### src/design/lgr_pkg.sv
package lgr_pkg;

    localparam int MAX_ORDER_DEF = 8;
    localparam int CHANNELS_DEF  = 4;
    localparam int MAX_BURST_DEF = 64;

    localparam int TIME_W  = 32;
    localparam int VAL_W   = 32;
    localparam int GRID_W  = TIME_W + 2;
    localparam int WFRAC   = 24;
    localparam int MAG_W   = 31;
    localparam int DIV_NW  = TIME_W + WFRAC + 2;
    localparam int DIV_QW  = TIME_W;
    localparam int N_PORTS = 4;
    localparam int PADDR_W = 4;
    localparam int PDATA_W = 32;
    localparam int ORDER_W = 4;
    localparam int CHSEL_W = 3;

    localparam logic [1:0] REG_START = 2'd0;
    localparam logic [1:0] REG_STEP  = 2'd1;
    localparam logic [1:0] REG_ORDER = 2'd2;
    localparam logic [1:0] REG_CHAN  = 2'd3;

    localparam logic [3:0] OP_NOP    = 4'd0;
    localparam logic [3:0] OP_LOAD   = 4'd1;
    localparam logic [3:0] OP_GINIT  = 4'd2;
    localparam logic [3:0] OP_GFIX   = 4'd3;
    localparam logic [3:0] OP_NODE   = 4'd4;
    localparam logic [3:0] OP_PAIR   = 4'd5;
    localparam logic [3:0] OP_FLOAD  = 4'd6;
    localparam logic [3:0] OP_FMUL   = 4'd7;
    localparam logic [3:0] OP_WRND   = 4'd8;
    localparam logic [3:0] OP_WSTORE = 4'd9;
    localparam logic [3:0] OP_CCLR   = 4'd10;
    localparam logic [3:0] OP_CMUL   = 4'd11;
    localparam logic [3:0] OP_CACC   = 4'd12;
    localparam logic [3:0] OP_CSTORE = 4'd13;
    localparam logic [3:0] OP_EMIT   = 4'd14;
    localparam logic [3:0] OP_SFIX   = 4'd15;

    typedef struct packed {
        logic [3:0] op;
        logic       cap;
    } lgr_cmd_t;

    typedef struct packed {
        logic filling;
        logic fill_last;
        logic grid_below;
        logic g_le_lim;
        logic den_zero;
        logic ratio_ovf;
        logic div_done;
        logic out_free;
        logic next_last;
        logic next_skip;
    } lgr_stat_t;

endpackage

### src/design/lgr_ctrl.sv
module lgr_ctrl #(
    parameter int MAX_ORDER = lgr_pkg::MAX_ORDER_DEF,
    parameter int CHANNELS  = lgr_pkg::CHANNELS_DEF,
    parameter int MAX_BURST = lgr_pkg::MAX_BURST_DEF,
    parameter int IDX_W     = $clog2(MAX_ORDER),
    parameter int FC_W      = $clog2(MAX_ORDER + 1),
    parameter int CH_W      = (CHANNELS > 1) ? $clog2(CHANNELS) : 1,
    parameter int NCH_W     = $clog2(CHANNELS + 1)
) (
    input  logic              clk,
    input  logic              rst_n,
    input  logic              in_fire,
    input  logic [FC_W-1:0]   ord,
    input  logic [NCH_W-1:0]  nch,
    input  lgr_pkg::lgr_stat_t stat,
    output lgr_pkg::lgr_cmd_t  cmd,
    output logic [IDX_W-1:0]  t_idx,
    output logic [IDX_W-1:0]  w_idx,
    output logic [CH_W-1:0]   ch_idx,
    output logic              in_ready
);
    import lgr_pkg::*;

    localparam int N_W = $clog2(MAX_BURST + 1);

    localparam logic [3:0] S_IDLE   = 4'd0;
    localparam logic [3:0] S_GINIT  = 4'd1;
    localparam logic [3:0] S_GWAIT  = 4'd2;
    localparam logic [3:0] S_CHECK  = 4'd3;
    localparam logic [3:0] S_NODE   = 4'd4;
    localparam logic [3:0] S_PAIR   = 4'd5;
    localparam logic [3:0] S_DWAIT  = 4'd6;
    localparam logic [3:0] S_MUL    = 4'd7;
    localparam logic [3:0] S_ROUND  = 4'd8;
    localparam logic [3:0] S_NEND   = 4'd9;
    localparam logic [3:0] S_CCLR   = 4'd10;
    localparam logic [3:0] S_CMUL   = 4'd11;
    localparam logic [3:0] S_CACC   = 4'd12;
    localparam logic [3:0] S_CSTORE = 4'd13;
    localparam logic [3:0] S_EMIT   = 4'd14;
    localparam logic [3:0] S_SWAIT  = 4'd15;

    logic [3:0]       state_reg, state_next;
    logic [IDX_W-1:0] i_reg, i_next;
    logic [IDX_W-1:0] j_reg, j_next;
    logic [IDX_W-1:0] k_reg, k_next;
    logic [CH_W-1:0]  c_reg, c_next;
    logic [N_W-1:0]   n_reg, n_next;

    logic [FC_W-1:0]  mid;
    logic [FC_W-1:0]  lim;
    logic [IDX_W-1:0] last_idx;
    logic [IDX_W-1:0] mid_idx;
    logic [IDX_W-1:0] lim_idx;
    logic [CH_W-1:0]  last_ch;
    logic             cap;

    assign mid      = ord >> 1;
    assign lim      = (mid + 1'b1 > ord - 1'b1) ? ord - 1'b1 : mid + 1'b1;
    assign last_idx = IDX_W'(ord - 1'b1);
    assign mid_idx  = IDX_W'(mid);
    assign lim_idx  = IDX_W'(lim);
    assign last_ch  = CH_W'(nch - 1'b1);
    assign cap      = n_reg == N_W'(MAX_BURST - 1);

    always_comb
    begin
        state_next = state_reg;
        i_next     = i_reg;
        j_next     = j_reg;
        k_next     = k_reg;
        c_next     = c_reg;
        n_next     = n_reg;
        cmd.op     = OP_NOP;
        cmd.cap    = 1'b0;
        t_idx      = j_reg;
        w_idx      = i_reg;
        ch_idx     = c_reg;
        in_ready   = 1'b0;
        case (state_reg)
            S_IDLE:
            begin
                in_ready = 1'b1;
                if (in_fire)
                begin
                    cmd.op = OP_LOAD;
                    if (stat.filling)
                        state_next = stat.fill_last ? S_GINIT : S_IDLE;
                    else
                        state_next = S_CHECK;
                end
            end
            S_GINIT:
            begin
                t_idx      = mid_idx;
                cmd.op     = OP_GINIT;
                state_next = stat.grid_below ? S_GWAIT : S_CHECK;
            end
            S_GWAIT:
            begin
                t_idx  = mid_idx;
                cmd.op = OP_GFIX;
                if (stat.div_done)
                    state_next = S_CHECK;
            end
            S_CHECK:
            begin
                t_idx      = lim_idx;
                n_next     = '0;
                i_next     = '0;
                state_next = stat.g_le_lim ? S_NODE : S_IDLE;
            end
            S_NODE:
            begin
                t_idx      = i_reg;
                cmd.op     = OP_NODE;
                j_next     = '0;
                state_next = S_PAIR;
            end
            S_PAIR:
            begin
                if (j_reg == i_reg)
                begin
                    if (j_reg == last_idx)
                        state_next = S_NEND;
                    else
                        j_next = j_reg + 1'b1;
                end
                else
                begin
                    cmd.op = OP_PAIR;
                    if (stat.den_zero)
                        state_next = S_NEND;
                    else if (stat.ratio_ovf)
                        state_next = S_MUL;
                    else
                        state_next = S_DWAIT;
                end
            end
            S_DWAIT:
            begin
                cmd.op = OP_FLOAD;
                if (stat.div_done)
                    state_next = S_MUL;
            end
            S_MUL:
            begin
                cmd.op     = OP_FMUL;
                state_next = S_ROUND;
            end
            S_ROUND:
            begin
                cmd.op = OP_WRND;
                if (j_reg == last_idx)
                    state_next = S_NEND;
                else
                begin
                    j_next     = j_reg + 1'b1;
                    state_next = S_PAIR;
                end
            end
            S_NEND:
            begin
                cmd.op = OP_WSTORE;
                if (i_reg == last_idx)
                    state_next = S_CCLR;
                else
                begin
                    i_next     = i_reg + 1'b1;
                    state_next = S_NODE;
                end
            end
            S_CCLR:
            begin
                cmd.op     = OP_CCLR;
                c_next     = '0;
                k_next     = '0;
                state_next = S_CMUL;
            end
            S_CMUL:
            begin
                w_idx      = k_reg;
                cmd.op     = OP_CMUL;
                state_next = S_CACC;
            end
            S_CACC:
            begin
                cmd.op = OP_CACC;
                if (k_reg == last_idx)
                    state_next = S_CSTORE;
                else
                begin
                    k_next     = k_reg + 1'b1;
                    state_next = S_CMUL;
                end
            end
            S_CSTORE:
            begin
                cmd.op = OP_CSTORE;
                if (c_reg == last_ch)
                    state_next = S_EMIT;
                else
                begin
                    c_next     = c_reg + 1'b1;
                    k_next     = '0;
                    state_next = S_CMUL;
                end
            end
            S_EMIT:
            begin
                t_idx   = lim_idx;
                cmd.op  = OP_EMIT;
                cmd.cap = cap;
                if (stat.out_free)
                begin
                    n_next = n_reg + 1'b1;
                    if (stat.next_skip)
                        state_next = S_SWAIT;
                    else if (stat.next_last)
                        state_next = S_IDLE;
                    else
                    begin
                        i_next     = '0;
                        state_next = S_NODE;
                    end
                end
            end
            S_SWAIT:
            begin
                t_idx  = lim_idx;
                cmd.op = OP_SFIX;
                if (stat.div_done)
                    state_next = S_IDLE;
            end
            default:
            begin
                state_next = S_IDLE;
            end
        endcase
    end

    always_ff @(posedge clk or negedge rst_n)
    begin
        if (!rst_n)
        begin
            state_reg <= S_IDLE;
            i_reg     <= '0;
            j_reg     <= '0;
            k_reg     <= '0;
            c_reg     <= '0;
            n_reg     <= '0;
        end
        else
        begin
            state_reg <= state_next;
            i_reg     <= i_next;
            j_reg     <= j_next;
            k_reg     <= k_next;
            c_reg     <= c_next;
            n_reg     <= n_next;
        end
    end
endmodule

### config.mk
export PLATFORM = sky130hd
export DESIGN_NAME = lgr_ctrl
export DESIGN_NICKNAME = d
export VERILOG_FILES = /design/src/design/lgr_pkg.sv /design/src/design/lgr_ctrl.sv
export SDC_FILE = /design/constraint.sdc
export NUM_CORES = 1
export LEC_CHECK = 0
export ABC_AREA = 0
export BUFFER_PORTS_ARGS = -buffer_cell sky130_fd_sc_hd__buf_2
export CORE_ASPECT_RATIO = 1.5
export CORE_UTILIZATION = 40
export DETAILED_ROUTE_END_ITERATION = 12
export PLACE_DENSITY = 0.64
export SYNTH_ARGS = -nofsm -noshare
export SYNTH_HDL_FRONTEND = slang
export SYNTH_SLANG_ARGS = --single-unit
### constraint.sdc
create_clock -name clk -period 3.1 [get_ports clk]
set_input_delay 0.155 -clock clk [delete_from_list [all_inputs] [get_ports clk]]
set_output_delay 0.155 -clock clk [all_outputs]
set_load 0.01 [all_outputs]
==> impl_metrics.env <==
export IMPL_status="finished, final reports clean"
export IMPL_place_congestion=0.925
export IMPL_cp_start_kind="input port"
export IMPL_drc=0
export IMPL_cts_clk_slew_worst_paths_ps=80
export IMPL_globalRouteTotalUtil=0.198
export IMPL_hpwl_um=4160
export IMPL_port_buffers=32
export IMPL_skew_ps=4.44
export IMPL_gr_total_overflow=0
export IMPL_num_vias=1998
export IMPL_worst_setup_path_end_kind="primary output"
export IMPL_ys_types=58
export IMPL_rr_worst_depth=6
export IMPL_place_ws_ps=439
export IMPL_cp_num_buf_inv=5
export IMPL_worstSkewPairLatency_ps=260
export IMPL_layout_cells_non_filler=356
export IMPL_nets=323
export IMPL_die_area_mm2=0.00563
export IMPL_postSynthCellCount=260
export IMPL_ff2ff_setup_slack_ps=830
export IMPL_num_antenna_cells=0
export IMPL_critPathMaxStageDelay_ps=430
export IMPL_hold_depth=4
export IMPL_cts_sinks=22
export IMPL_grt_pass1_vias=1879
export IMPL_synth_edff_count=0
export IMPL_worst_hold_slack_ps=201
export IMPL_worstPathArrival_ps=2490
export IMPL_numCtsBuffers=3
export IMPL_holdPathEnd="state_reg[1]$_DFFE_PN0P_"
export IMPL_syn_to_final_growth_pct=12.9
export IMPL_synth_avg_cell_area_um2=8.20
export IMPL_leakage_nw=1.13
export IMPL_io_pins=34
export IMPL_period_minus_slack_ps=2650
export IMPL_synth_main_ff_cell="dfrtp_1"
export IMPL_fin_crit_sh=0.854
export IMPL_synthArstFlopShare=1.00
export IMPL_cts_tree="yes"
export IMPL_critPathKind="in -> out"
export IMPL_cts_root_buf="clkbuf_8"
export IMPL_setup_viol=0
export IMPL_report_final_slew_viol_count=0
export IMPL_firstDrtPassIters=4
export IMPL_rows=32
export IMPL_cts_setup_buffers=0
export IMPL_drt_iter0_drc=35
export IMPL_fillCellCount=549
export IMPL_die_width_um=61.6
export IMPL_cap_violations=0
export IMPL_design_area_mm2=0.00241
export IMPL_tns_ps=0
export IMPL_rsz0062_at_grt="false"
export IMPL_die_h_um=91.4
export IMPL_tightest_slew_ps=527
export IMPL_maxSlewHeadroom=0.649
export IMPL_timing_rr_end="i_reg[2]$_DFFE_PN0P_"
export IMPL_grt_max_degree=26
export IMPL_setup_ws_ps=452
export IMPL_powerDensity_mw_per_mm2=790
export IMPL_seqCellArea_um2=551
export IMPL_ctsResizeCount=0
export IMPL_cp_required_ps=2940
export IMPL_dp_cells=352
export IMPL_min_path_type="in -> reg"
export IMPL_largest_reg_flops=7
export IMPL_max_clock_freq_mhz=378
export IMPL_hold_violations=0
export IMPL_cp_max_fo=6
export IMPL_critical_path_slowest_cell="ha_1"
export IMPL_antenna_found_initial=0
export IMPL_core_area_mm2=0.00512
export IMPL_cp_top_family="adder cells"
export IMPL_syn_cell_area_mm2=0.00213
export IMPL_routed_via_density=5.61
export IMPL_multi_input_area_mm2=0.00148
export IMPL_place_area_mm2=0.00235
export IMPL_yosysSeqAreaShare=0.258
export IMPL_wl_um=5330
export IMPL_crit_path_cell_trace="buf_2 -> inv_1 -> ha_1 -> inv_1 -> ha_1 -> or2_2 -> a21oi_1 -> o21ai_0 -> buf_4 -> mux2_2 -> a21oi_1 -> nor2_1 -> buf_2"
export IMPL_htree_levels=1
export IMPL_worstHoldStart="stat[9]"
export IMPL_ir_drop_uv=347
export IMPL_wl_per_cell_um=15.0
export IMPL_start_util=0.416
export IMPL_ys_warn_count=0
export IMPL_drtAntennaViolNets=0
export IMPL_cts_path_max_buffers=2
export IMPL_ys_ff_latch=22
export IMPL_synth_nets=293
export IMPL_drive_gt1_frac=0.208
export IMPL_grt_pass1_wl_um=8420
export IMPL_r2r_start="state_reg[2]$_DFFE_PN0P_"
timing repair:
action | in CTS | in global routing
hold buffers | 1 | 0
endpoints found under the hold margin | 22 | 0
endpoints found under the setup margin | 0 | 0
stage by stage:
step           total power, mW   util
2_1_floorplan             1.37      -
3_3_place_gp              1.71  0.459
3_5_place_dp              1.72  0.459
4_1_cts                   1.90  0.469
5_1_grt                   2.06  0.469
6_report                  1.90  0.469
worst register-to-register path, stage by stage, from the launching register on:
cell     delay [ps]
dfrtp_1         520
buf_4           230
nor2_2          350
and3_1          370
a21oi_1         140
or4b_1          530
nand2_1          70
how the worst max path moves through the flow:
stage | from | to | slack [ps] | depth (start not counted)
2_1_floorplan | ord[0] | t_idx[1] | 660 | 11
3_3_place_gp | ord[0] | t_idx[1] | 470 | 13
3_5_place_dp | ord[0] | t_idx[1] | 440 | 13
4_1_cts | ord[0] | t_idx[1] | 430 | 13
5_1_grt | ord[0] | t_idx[1] | 210 | 13
6_report | ord[0] | t_idx[1] | 450 | 13
final cells by class:
cell class	instances	share of cell area
repair buffers	38	0.0863
clock buffers	3	0.0172
well taps	68	0.0354
multi-input cells	213	0.614
inverters	12	0.0187
flip-flops and latches	22	0.229
cell usage after synthesis, drive strengths merged (2+ instances only):
cell type	instances	area, um^2
o32ai	2	17.5
nand2b	6	37.5
a22oi	4	30.0
nor2	25	96.4
nor3	5	30.0
mux2i	5	50.1
or3	3	18.8
o31ai	2	20.0
ha	13	163
o21ai	24	124
xor3	2	48.8
a21oi	14	70.1
nor4	2	18.8
or2	3	18.8
buf	5	28.8
xnor2	9	78.8
nand2	33	124
nand3	12	60.1
o311ai	2	17.5
clkbuf	8	30.0
mux2	7	82.6
maj3	3	30.0
dfrtp	22	551
a21o	2	15.0
nand4	2	12.5
xor2	8	70.1
inv	12	45.0
nor2b	4	25.0
a31oi	2	12.5
logic make-up after synthesis:
family	share of synthesized area
xor gates and xnor gates	0.105
buffers and inverters	0.0487
AOI/OAI and AO/OA	0.198
adders and majority gates	0.0904
muxes	0.0622
DFF	0.258
and+or+nand+nor	0.237
layer usage:
metal	vias to the layer above	global-route usage	routed length [um]
met5	-	0	0
met2	49	0.373	2930
met3	10	0.0199	144
li1	982	-	-
met4	0	0.0630	90
met1	957	0.215	2160
report_power, final:
part           switching (mW)  internal, mW  total (mW)  leakage [nW]
Sequential              0.130         0.353       0.483         0.295
Combinational           0.705         0.532        1.24         0.812
Clock                  0.0947        0.0868       0.182        0.0216
Total                   0.930         0.972        1.90          1.13
cell usage in the layout, fill, tap and decap left out, types with 2 or more instances in the layout:
cell	count
dfrtp_1	22
nand3_1	12
buf_4	5
nor3_1	4
o311ai_0	2
mux2_2	6
a31oi_1	2
o32ai_1	2
ha_1	13
xnor2_1	9
nor2_1	24
buf_2	32
o21ai_0	22
a22oi_1	4
or3_1	3
mux2i_1	5
a21o_1	2
nand4_1	2
nor2b_1	4
a21oi_1	14
clkbuf_8	3
xor2_1	8
or2_2	3
nand2b_1	6
nand2_1	33
inv_1	12
maj3_1	3
(Power assumes the default switching activity.)
